[src/rtl/button_debounce_press_classifier_unit_macros.svh]
// assertion macros for the button debounce press classifier
`ifndef BUTTON_DEBOUNCE_PRESS_CLASSIFIER_UNIT_MACROS_SVH
`define BUTTON_DEBOUNCE_PRESS_CLASSIFIER_UNIT_MACROS_SVH

// same-cycle implication
`define BDPC_ASSERT_IMP(label, clk, rst, cond, prop) \
   label: assert property (@(posedge clk) disable iff (rst) (cond) |-> (prop)) \
      else $error("assertion failed");

// next-cycle implication
`define BDPC_ASSERT_NXT(label, clk, rst, cond, prop) \
   label: assert property (@(posedge clk) disable iff (rst) (cond) |=> (prop)) \
      else $error("assertion failed");

`endif

[src/rtl/bdpc_pkg.sv]
`timescale 1ns / 1ps
package bdpc_pkg;

   localparam int TIMER_WIDTH_DEF = 16;
   localparam int CFG_WIDTH = 16;

   localparam logic [CFG_WIDTH-1:0] DEBOUNCE_TICKS_RST = 16'd50;
   localparam logic [CFG_WIDTH-1:0] HOLD_TICKS_RST = 16'd1000;

   typedef enum logic [0:0] {
      CSR_DEBOUNCE_TICKS = 1'b0,
      CSR_HOLD_TICKS     = 1'b1
   } csr_index_type;

   typedef struct packed {
      logic pin_level;
      logic hold_accepted;
   } req_type;

   typedef struct packed {
      logic short_press;
      logic hold_event;
      logic held;
      logic stable_level;
   } rsp_type;

endpackage

[src/rtl/button_debounce_press_classifier_unit.sv]
`timescale 1ns / 1ps
// Button debouncer with short-press and hold classification. Each request carries one raw
// active-low pin sample (one per tick) and the handler's hold answer; each request yields
// exactly one response with the short-press pulse, hold event, held flag and debounced
// level. A request is taken every clock cycle unless req_stall holds it back; it passes an
// input register and a result register, and its response is offered from the result
// register. Between the two registers sits the combinational state update (saturating
// timers, debounce and hold compares). Configuration writes (debounce_ticks, hold_ticks)
// are taken every cycle and must only be issued while no request is in flight. TIMER_WIDTH
// sets the width of both saturating timers (8 to 32).
module button_debounce_press_classifier_unit #(
   parameter int TIMER_WIDTH = bdpc_pkg::TIMER_WIDTH_DEF
) (
   input  logic                                  clock,
   input  logic                                  reset,
   input  logic                                  req_valid,
   output logic                                  req_stall,
   input  bdpc_pkg::req_type                     req_payload,
   output logic                                  rsp_valid,
   input  logic                                  rsp_stall,
   output bdpc_pkg::rsp_type                     rsp_payload,
   input  logic                                  csr_valid,
   output logic                                  csr_ready,
   input  bdpc_pkg::csr_index_type               csr_index,
   input  logic [bdpc_pkg::CFG_WIDTH-1:0]        csr_wdata
);
   import bdpc_pkg::*;

   `include "button_debounce_press_classifier_unit_macros.svh"

   localparam int CMP_WIDTH = (TIMER_WIDTH > CFG_WIDTH) ? TIMER_WIDTH : CFG_WIDTH;

   logic [CFG_WIDTH-1:0]   debounce_ticks_ff;
   logic [CFG_WIDTH-1:0]   hold_ticks_ff;

   logic                   s1_valid_ff;
   req_type                s1_req_ff;
   logic                   rsp_valid_ff;
   rsp_type                rsp_ff;

   logic                   previous_raw_ff, previous_raw_in;
   logic                   debounced_level_ff, debounced_level_in;
   logic [TIMER_WIDTH-1:0] stable_count_ff, stable_count_in;
   logic                   press_active_ff, press_active_in;
   logic [TIMER_WIDTH-1:0] press_count_ff, press_count_in;
   logic                   hold_done_ff, hold_done_in;
   logic                   held_flag_ff, held_flag_in;
   rsp_type                rsp_in;

   logic                   s1_advance;
   logic                   s1_fire;
   logic                   req_fire;

   assign csr_ready   = 1'b1;
   assign s1_advance  = !rsp_valid_ff || !rsp_stall;
   assign s1_fire     = s1_valid_ff && s1_advance;
   assign req_stall   = s1_valid_ff && !s1_advance;
   assign req_fire    = req_valid && !req_stall;
   assign rsp_valid   = rsp_valid_ff;
   assign rsp_payload = rsp_ff;

   always_ff @(posedge clock) begin
      if (reset) begin
         debounce_ticks_ff <= DEBOUNCE_TICKS_RST;
         hold_ticks_ff     <= HOLD_TICKS_RST;
      end else if (csr_valid && csr_ready) begin
         unique case (csr_index)
            CSR_DEBOUNCE_TICKS: debounce_ticks_ff <= csr_wdata;
            CSR_HOLD_TICKS:     hold_ticks_ff     <= csr_wdata;
            default: ;
         endcase
      end
   end

   // input register
   always_ff @(posedge clock) begin
      if (reset) begin
         s1_valid_ff <= 1'b0;
      end else if (req_fire) begin
         s1_valid_ff <= 1'b1;
      end else if (s1_advance) begin
         s1_valid_ff <= 1'b0;
      end
   end

   always_ff @(posedge clock) begin
      if (req_fire) begin
         s1_req_ff <= req_payload;
      end
   end

   // state update for the request in the input register
   always_comb begin
      logic [TIMER_WIDTH-1:0] pc;
      logic [TIMER_WIDTH-1:0] sc;
      logic                   raw;
      logic                   short_pulse;
      logic                   hold_ev;

      raw         = s1_req_ff.pin_level;
      short_pulse = 1'b0;
      hold_ev     = 1'b0;

      pc = press_count_ff;
      if (press_active_ff && (press_count_ff != {TIMER_WIDTH{1'b1}})) begin
         pc = press_count_ff + 1'b1;
      end

      if (raw != previous_raw_ff) begin
         sc = '0;
      end else if (stable_count_ff == {TIMER_WIDTH{1'b1}}) begin
         sc = stable_count_ff;
      end else begin
         sc = stable_count_ff + 1'b1;
      end

      debounced_level_in = debounced_level_ff;
      press_active_in    = press_active_ff;
      hold_done_in       = hold_done_ff;
      held_flag_in       = held_flag_ff;

      if ((CMP_WIDTH'(sc) > CMP_WIDTH'(debounce_ticks_ff)) && (raw != debounced_level_ff)) begin
         debounced_level_in = raw;
         if (!raw) begin
            press_active_in = 1'b1;
            pc              = '0;
         end else begin
            short_pulse     = press_active_ff && (CMP_WIDTH'(pc) < CMP_WIDTH'(hold_ticks_ff));
            press_active_in = 1'b0;
         end
      end
      previous_raw_in = raw;

      // finish a completed hold
      if (hold_done_ff) begin
         press_active_in = 1'b0;
         previous_raw_in = 1'b1;
         hold_done_in    = 1'b0;
      end

      // hold phase
      if (press_active_in && (CMP_WIDTH'(pc) >= CMP_WIDTH'(hold_ticks_ff))) begin
         if (!raw) begin
            held_flag_in = 1'b1;
            hold_ev      = 1'b1;
            hold_done_in = s1_req_ff.hold_accepted;
         end else begin
            hold_done_in = 1'b1;
            held_flag_in = 1'b0;
         end
      end

      stable_count_in = sc;
      press_count_in  = pc;

      rsp_in.short_press  = short_pulse;
      rsp_in.hold_event   = hold_ev;
      rsp_in.held         = held_flag_in;
      rsp_in.stable_level = debounced_level_in;
   end

   always_ff @(posedge clock) begin
      if (reset) begin
         previous_raw_ff    <= 1'b1;
         debounced_level_ff <= 1'b1;
         stable_count_ff    <= '0;
         press_active_ff    <= 1'b0;
         press_count_ff     <= '0;
         hold_done_ff       <= 1'b0;
         held_flag_ff       <= 1'b0;
      end else if (s1_fire) begin
         previous_raw_ff    <= previous_raw_in;
         debounced_level_ff <= debounced_level_in;
         stable_count_ff    <= stable_count_in;
         press_active_ff    <= press_active_in;
         press_count_ff     <= press_count_in;
         hold_done_ff       <= hold_done_in;
         held_flag_ff       <= held_flag_in;
      end
   end

   // result register
   always_ff @(posedge clock) begin
      if (reset) begin
         rsp_valid_ff <= 1'b0;
      end else if (s1_advance) begin
         rsp_valid_ff <= s1_valid_ff;
      end
   end

   always_ff @(posedge clock) begin
      if (s1_fire) begin
         rsp_ff <= rsp_in;
      end
   end

   `BDPC_ASSERT_IMP(a_hold_implies_held, clock, reset,
      rsp_valid_ff && rsp_ff.hold_event, rsp_ff.held && !rsp_ff.stable_level)
   `BDPC_ASSERT_IMP(a_short_not_hold, clock, reset,
      rsp_valid_ff && rsp_ff.short_press, !rsp_ff.hold_event && rsp_ff.stable_level)
   `BDPC_ASSERT_NXT(a_hold_done_clears_press, clock, reset,
      s1_fire && hold_done_ff, !press_active_ff && previous_raw_ff)
   `BDPC_ASSERT_IMP(a_press_only_when_low, clock, reset,
      press_active_ff, !debounced_level_ff)

endmodule

[config.mk]
export PLATFORM = sky130hd
export DESIGN_NAME = button_debounce_press_classifier_unit
export DESIGN_NICKNAME = d
export VERILOG_FILES = /design/src/rtl/bdpc_pkg.sv /design/src/rtl/button_debounce_press_classifier_unit.sv
export VERILOG_INCLUDE_DIRS = /design/src /design/src/rtl
export SDC_FILE = /design/constraint.sdc
export NUM_CORES = 1
export LEC_CHECK = 0
export BUFFER_PORTS_ARGS = -buffer_cell sky130_fd_sc_hd__buf_2
export CAP_MARGIN = 20
export CORE_MARGIN = 2
export CORE_UTILIZATION = 28
export CTS_CLUSTER_SIZE = 8
export DETAILED_ROUTE_END_ITERATION = 10
export RECOVER_POWER = 50
export SLEW_MARGIN = 20
export SYNTH_ARGS = -nofsm -noshare
export SYNTH_HDL_FRONTEND = slang
export SYNTH_SLANG_ARGS = --single-unit
[constraint.sdc]
create_clock -name clock -period 5.4 [get_ports clock]
set_input_delay 0.27 -clock clock [delete_from_list [all_inputs] [get_ports clock]]
set_output_delay 0.27 -clock clock [all_outputs]
set_load 0.05 [all_outputs]
==> results.json, run 1 <==
{
  "status": "finished, violations left",
  "violations": "max-capacitance violations, max-slew violations",
  "drc": 0,
  "path_buf_inv": 1,
  "globalplace.congestion": 0.894,
  "clk_latency_ns": 0.35,
  "grt_pass1_vias": 4092,
  "ys_seq_area_share_pct": 31.6,
  "tightest_slew_ns": 3.36,
  "pwr-share-seq_pct": 44.6,
  "relSlewSlack_pct": -124,
  "ys_seq_elements": 77,
  "fin_area_mm2": 0.00587,
  "synth_top_area_share_pct": 28.0,
  "first_pass_iters": 5,
  "p_total_w": 0.00134,
  "cap_violations": 1,
  "die-width_um": 139,
  "fin_skew_ns": 0.0121,
  "syn_inst": 645,
  "grt_max_degree": 75,
  "grt_overflow": 0,
  "cts_tree": "done",
  "netlist_area_mm2": 0.00507,
  "synth.area.top_cells": "dfxtp_1 (28%), ha_1 (12%), nand2_1 (8.5%), a21oi_1 (6.8%), edfxtp_1 (3.6%)",
  "worst_slack_ns": 0.304,
  "final_common_cell": "nand2_1",
  "antenna_found_initial": 0,
  "busiest_layer": "met2",
  "num_io_pins": 31,
  "coreArea_mm2": 0.0178,
  "cts-root-buf": "clkbuf_16",
  "end_kind": "flip-flop",
  "areaGrowthSynthToFinish_pct": 15.8,
  "use_met1_pct": 17.1,
  "hold_violations": 0,
  "cp.arrival_ns": 5.19,
  "max_freq_mhz": 196,
  "start_util_pct": 28.4,
  "dieArea_mm2": 0.0192,
  "finalCritPeriodShare_pct": 94.4,
  "final_antenna_net_count": 0,
  "finalSetupTns_ns": 0,
  "critical_path_peak_fanout": 5,
  "layout-drive-gt1-share_pct": 13.6,
  "ys_dominant_reg_cell": "dfxtp_1",
  "maxSlewViolCount": 75,
  "track_usage_pct": 13.4,
  "vias_per_cell": 4.89,
  "critical_path.slowest_cell": "a2111o_1",
  "path_cells": "ha_2 -> nand2_1 -> and4bb_4 -> and3_1 -> nand3_1 -> o31ai_2 -> a21oi_1 -> ha_1 -> nand4_1 -> a2111o_1 -> a31oi_4 -> nand2_4 -> buf_4 -> and2_1 -> ha_1 -> and4_1 -> a221o_1 -> a41o_1 -> o211ai_1 -> a21oi_1 -> mux2i_1",
  "layout.nets": 751,
  "drtIter0Drc": 244,
  "p_comb_share_pct": 9.6,
  "pre_cts_ws_ns": -0.0378,
  "yosys_warnings": 0,
  "setup_viol": 0,
  "synth_edf_count": 6,
  "switchingPower_w": 0.000342,
  "routedWlPerCell_um": 14.0,
  "clkPwrFrac_pct": 45.8,
  "grt_pass1_wl_um": 20700,
  "hpwlAfterDp_um": 9210,
  "numCtsBuffers": 9,
  "finalCriticalPeriod_ns": 5.10,
  "leakage_nw": 2.37,
  "mostFrequentLayoutCells": "nand2_1 (113), dfxtp_1 (70), a21oi_1 (69)",
  "placement_rows": 49,
  "syn-num-nets": 718,
  "use_met3_pct": 3.18,
  "dpl_cell_area_mm2": 0.00542,
  "p_per_area_mw_per_mm2": 229,
  "wirelength_um": 12800,
  "peakVddDrop_uv": 140,
  "clkTransAtPathRegs_ns": 0.06,
  "start_kind": "flip-flop",
  "critPathMaxStageDelay_ns": 0.56,
  "yosysTopAreaCell": "dfxtp_1",
  "cts_num_sinks": 77,
  "internal-power_w": 0.00100,
  "antennaDiodeCount": 0,
  "cts.path.max_buffers": 2,
  "cp_top_family": "compound AO/OA/AOI/OAI gates",
  "htreeDepth": 3,
  "vias": 4462,
  "min_path_type": "primary input to flip-flop",
  "die_h_um": 139,
  "required_ns": 5.50,
  "postCtsHoldBufs": 0,
  "sw_frac_of_total_pct": 25.5,
  "async_flop_share_pct": 0,
  "use_met2_pct": 22.3,
  "critPathKind": "flip-flop to flip-flop",
  "syn_avg_cell_area_um2": 7.86,
  "synthDistinctLibCells": 70,
  "port-buffer-count": 29
}
==> per-stage QoR <==
step                hold slack [ns]  std cells  util [%]
floorplan                     0.369        645         -
global placement              0.444        886      30.4
detailed placement            0.448        886      30.4
CTS                          0.0939        902      32.1
global route                 0.0960        912      32.9
finish                        0.108        912      32.9
==> cell type report <==
type,count,area (um2)
flip-flops and latches,77,1600
clock buffers,13,282
fillers,1877,12000
repair buffers,53,314
clock inverters,3,22.5
multi-input cells,492,3190
well taps,229,287
inverters,45,169
==> Yosys cell counts, types with 5 or more instances <==
cell / instances
inv_1: 45
or3_1: 5
dfxtp_1: 71
clkbuf_1: 18
nand3_1: 20
xor2_1: 12
edfxtp_1: 6
nor2_1: 45
o211ai_1: 5
nor3_1: 18
a31oi_1: 7
a21oi_1: 69
nand2_1: 115
a21o_1: 5
nand4_1: 10
o21ai_0: 17
nor2b_1: 10
and2_1: 7
nand3b_1: 8
xnor2_1: 16
ha_1: 49
==> final timing paths <==
| check | startpoint | end | slack [ns] | depth (start not counted) |
|---|---|---|---|---|
| hold reg to reg | hold_ticks_ff[14] | hold_ticks_ff[14] | 0.45 | 2 |
| hold / removal | req_payload[0] | s1_req_ff[0] | 0.11 | 1 |
| setup reg to reg | stable_count_ff[1] | rsp_payload[1] | 0.30 | 21 |
| setup / recovery | stable_count_ff[1] | rsp_payload[1] | 0.30 | 21 |
==> worst reg2reg max path: stages (launching register included) <==
cell	delay [ns]
dfxtp_1	0.37
ha_2	0.22
nand2_1	0.10
and4bb_4	0.33
and3_1	0.21
nand3_1	0.15
o31ai_2	0.30
a21oi_1	0.08
ha_1	0.29
nand4_1	0.16
a2111o_1	0.56
a31oi_4	0.27
nand2_4	0.09
buf_4	0.15
and2_1	0.14
ha_1	0.28
and4_1	0.19
a221o_1	0.31
a41o_1	0.23
o211ai_1	0.15
a21oi_1	0.13
mux2i_1	0.12
==> flip-flops by register name (all words and copies together) (netlist names), 2 cells and up <==
name,flops
s1_req_ff,2
press_count_ff,16
debounce_ticks_ff,16
stable_count_ff,16
rsp_payload,4
hold_ticks_ff,16
==> layer usage <==
metal  routed length [um]  part of all wire (%)  up-vias
met5                    0                     0        -
li1                     -                     -     2311
met3                  381                   3.0       14
met2                 6010                    47       54
met4                  226                   1.8        0
met1                 6140                    48     2083
==> kinds of logic after synthesis <==
| logic type | share of synthesized area (%) |
|---|---|
| xor+xnor | 4.84 |
| other cells | 0.0740 |
| buf+inv | 7.06 |
| fa+ha+maj | 12.1 |
| simple gates | 25.6 |
| flops | 31.6 |
| mux | 0.815 |
| compound gates | 17.9 |
==> power groups by stage <==
stage | registers (W) | logic (W) | clock network [W]
CTS | 0.000599 | 0.000127 | 0.000640
floorplan | 0.000614 | 0.0000853 | 0
finish | 0.000599 | 0.000129 | 0.000615
detailed placement | 0.000612 | 0.000126 | 0
global placement | 0.000612 | 0.000126 | 0
global route | 0.000601 | 0.000146 | 0.000663
==> what timing repair did <==
action	CTS	global route
setup endpoints to repair	3	4
endpoints found under the hold margin	0	0
gates cloned	0	1
pin swaps	0	7
resized for setup	1	18
setup buffers	0	9
(Power assumes the default switching activity.)
==> run 2: changes to the inputs <==
Settings changed: MAX_ROUTING_LAYER from default to met4, SKIP_LAST_GASP from default to 1.
Clock period 5.4 ns to 4.79 ns, I/O delays scaled along.
==> run 2 against run 1 <==
The flow still finishes with violations (max-capacitance violations, max-slew violations). Clock power grew 9.8%. Via count up 2.0%. Register-to-register slack got worse by 0.23 ns. Hold slack got worse by 0.040 ns. Critical path type unchanged. Utilization increased by 2.1 points. Highest routed layer unchanged. Global-route usage grew 0.93 points. Wire length rose by 4.2%. Critical endpoint is now held_flag_ff. Critical path depth unchanged. First-iteration DRC count decreased by 1.6%. Power grew 12%. Sequential cell count unchanged.
==> results.json, run 2 (same netlist as run 1, synthesis figures left out) <==
{
  "critical_path.slowest_cell": "a2111o_1",
  "drtIter0Drc": 240,
  "min_from": "req_payload[0]",
  "critical_path_peak_fanout": 7,
  "critPathMaxStageDelay_ns": 0.52,
  "hpwlAfterDp_um": 9660,
  "clk_latency_ns": 0.35,
  "status": "finished, violations left",
  "hold_depth": 1,
  "grt_pass1_wl_um": 21600,
  "p_total_w": 0.00151,
  "p_comb_share_pct": 10.3,
  "mostFrequentLayoutCells": "nand2_1 (110), a21oi_1 (66), dfxtp_1 (64)",
  "r2r_slack_ns": 0.08,
  "violations": "max-capacitance violations, max-slew violations",
  "worstReg2RegEnd": "held_flag_ff",
  "antenna_found_initial": 0,
  "vias_per_cell": 4.84,
  "start_kind": "flip-flop",
  "numCtsBuffers": 9,
  "fin_cells": 940,
  "maxSlewViolCount": 75,
  "tightest_slew_ns": 3.33,
  "grt_max_degree": 75,
  "max_freq_mhz": 212,
  "use_met1_pct": 17.8,
  "use_met2_pct": 23.3,
  "globalplace.congestion": 0.867,
  "port-buffer-count": 29,
  "setup_viol": 0,
  "post-place-cells": 910,
  "holdPathEnd": "s1_req_ff[0]",
  "end_kind": "flip-flop",
  "hold_violations": 0,
  "finalCritPeriodShare_pct": 98.4,
  "pwr-share-seq_pct": 44.9,
  "num_io_pins": 31,
  "first_pass_iters": 4,
  "layout-drive-gt1-share_pct": 21.5,
  "final_common_cell": "nand2_1",
  "cts-root-buf": "clkbuf_16",
  "wirelength_um": 13300,
  "rsz0062_at_grt": "yes",
  "use_met3_pct": 1.97,
  "cts_num_sinks": 77,
  "routedWlPerCell_um": 14.1,
  "timing.critical_path.from": "stable_count_ff[0]",
  "cts.path.max_buffers": 2,
  "antennaDiodeCount": 0,
  "critPathKind": "flip-flop to flip-flop",
  "areaGrowthSynthToFinish_pct": 23.3,
  "vias": 4552,
  "min_path_type": "primary input to flip-flop",
  "final_antenna_net_count": 0,
  "finalCriticalPeriod_ns": 4.71,
  "htreeDepth": 3,
  "die-width_um": 139,
  "coreArea_mm2": 0.0178,
  "clkPwrFrac_pct": 44.8,
  "die_h_um": 139,
  "placement_rows": 49,
  "fin_area_mm2": 0.00625,
  "cp.arrival_ns": 4.96,
  "start_util_pct": 28.4,
  "r2r-start": "stable_count_ff[0]",
  "finalSetupTns_ns": 0,
  "fin_skew_ns": 0.00821,
  "grt_overflow": 0,
  "switchingPower_w": 0.000400,
  "peakVddDrop_uv": 137,
  "required_ns": 5.03,
  "cap_violations": 1,
  "p_per_area_mw_per_mm2": 241,
  "leakage_nw": 2.53,
  "dieArea_mm2": 0.0192,
  "cts_tree": "done",
  "dpl_cell_area_mm2": 0.00570,
  "busiest_layer": "met2",
  "clkTransAtPathRegs_ns": 0.06,
  "relSlewSlack_pct": -122,
  "sw_frac_of_total_pct": 26.5,
  "grt_pass1_vias": 4228,
  "internal-power_w": 0.00111,
  "rr_worst_depth": 21,
  "path_cells": "ha_4 -> nand2_2 -> and4bb_4 -> and3_4 -> nand3_4 -> o31ai_4 -> a21oi_2 -> ha_1 -> nand4_1 -> a2111o_1 -> a31oi_4 -> buf_12 -> nor2b_4 -> ha_1 -> a21oi_2 -> buf_4 -> o211ai_1 -> a41o_1 -> nand3_1 -> a21boi_1 -> mux2_2",
  "track_usage_pct": 14.3,
  "layout.nets": 779,
  "drc": 0
}
## run 2: cell types whose count changed in the layout (fill, tap and decap cells not counted), sizes merged
| cell | previous run | this run |
|---|---|---|
| a31oi | 10 | 9 |
| buf | 46 | 76 |
| clkinv | 0 | 2 |
| clkbuf | 20 | 18 |
| inv | 47 | 46 |
## run 2: stage by stage
stage          setup slack [ns]  hold slack, ns  utilization (%)
6_report                 0.0768          0.0679             35.0
5_1_grt                  -0.139          0.0683             35.0
4_1_cts                  0.0278          0.0545             33.8
3_5_place_dp            -0.0763           0.421             32.0
3_3_place_gp            -0.0130           0.421             31.9
2_1_floorplan            0.0239           0.338                -
## run 2: worst max-delay path, delay by kind of cell (launching register included)
family | cells | cell delay [ns]
compound gates | 8 | 1.86
simple gates | 7 | 1.01
fa+ha+maj | 3 | 0.74
flops | 1 | 0.36
mux | 1 | 0.34
buf+inv | 2 | 0.29
## run 2: routing by layer
metal  up-vias  share of wire (%)
met5         -                  0
met4         0                1.8
met3        19                2.9
met2        63                 48
met1      2104                 47
li1       2366                  -
## run 2: how the worst max path moves through the flow
stage / to / slack (ns)
final: held_flag_ff / 0.08
after global routing: rsp_payload[1] / -0.14
after CTS: rsp_payload[2] / 0.03
after detailed placement: rsp_payload[2] / -0.08
after global placement: rsp_payload[1] / -0.01
after floorplan: rsp_payload[1] / 0.02
## run 2: area by class of cell
type / instances / area, um2
well taps: 229 / 287
clock inverters: 4 / 30.0
repair buffers: 82 / 549
flip-flops and latches: 77 / 1610
inverters: 45 / 171
clock buffers: 12 / 258
fillers: 1906 / 11600
multi-input cells: 491 / 3340
## run 2: timing repair
action / in CTS / in global routing
buffers inserted: 4 / 10
hold buffers: 0 / 0
endpoints found under the setup margin: 3 / 4
resized for setup: 4 / 38
endpoints found under the hold margin: 0 / 0
pin swaps: 7 / 24
## run 2: power by group through the flow
| stage | Clock [W] | Sequential, W | Combinational [W] |
|---|---|---|---|
| floorplan | 0 | 0.000692 | 0.0000985 |
| global placement | 0 | 0.000689 | 0.000149 |
| detailed placement | 0 | 0.000690 | 0.000149 |
| CTS | 0.000692 | 0.000676 | 0.000150 |
| global route | 0.000718 | 0.000678 | 0.000175 |
| finish | 0.000675 | 0.000676 | 0.000156 |
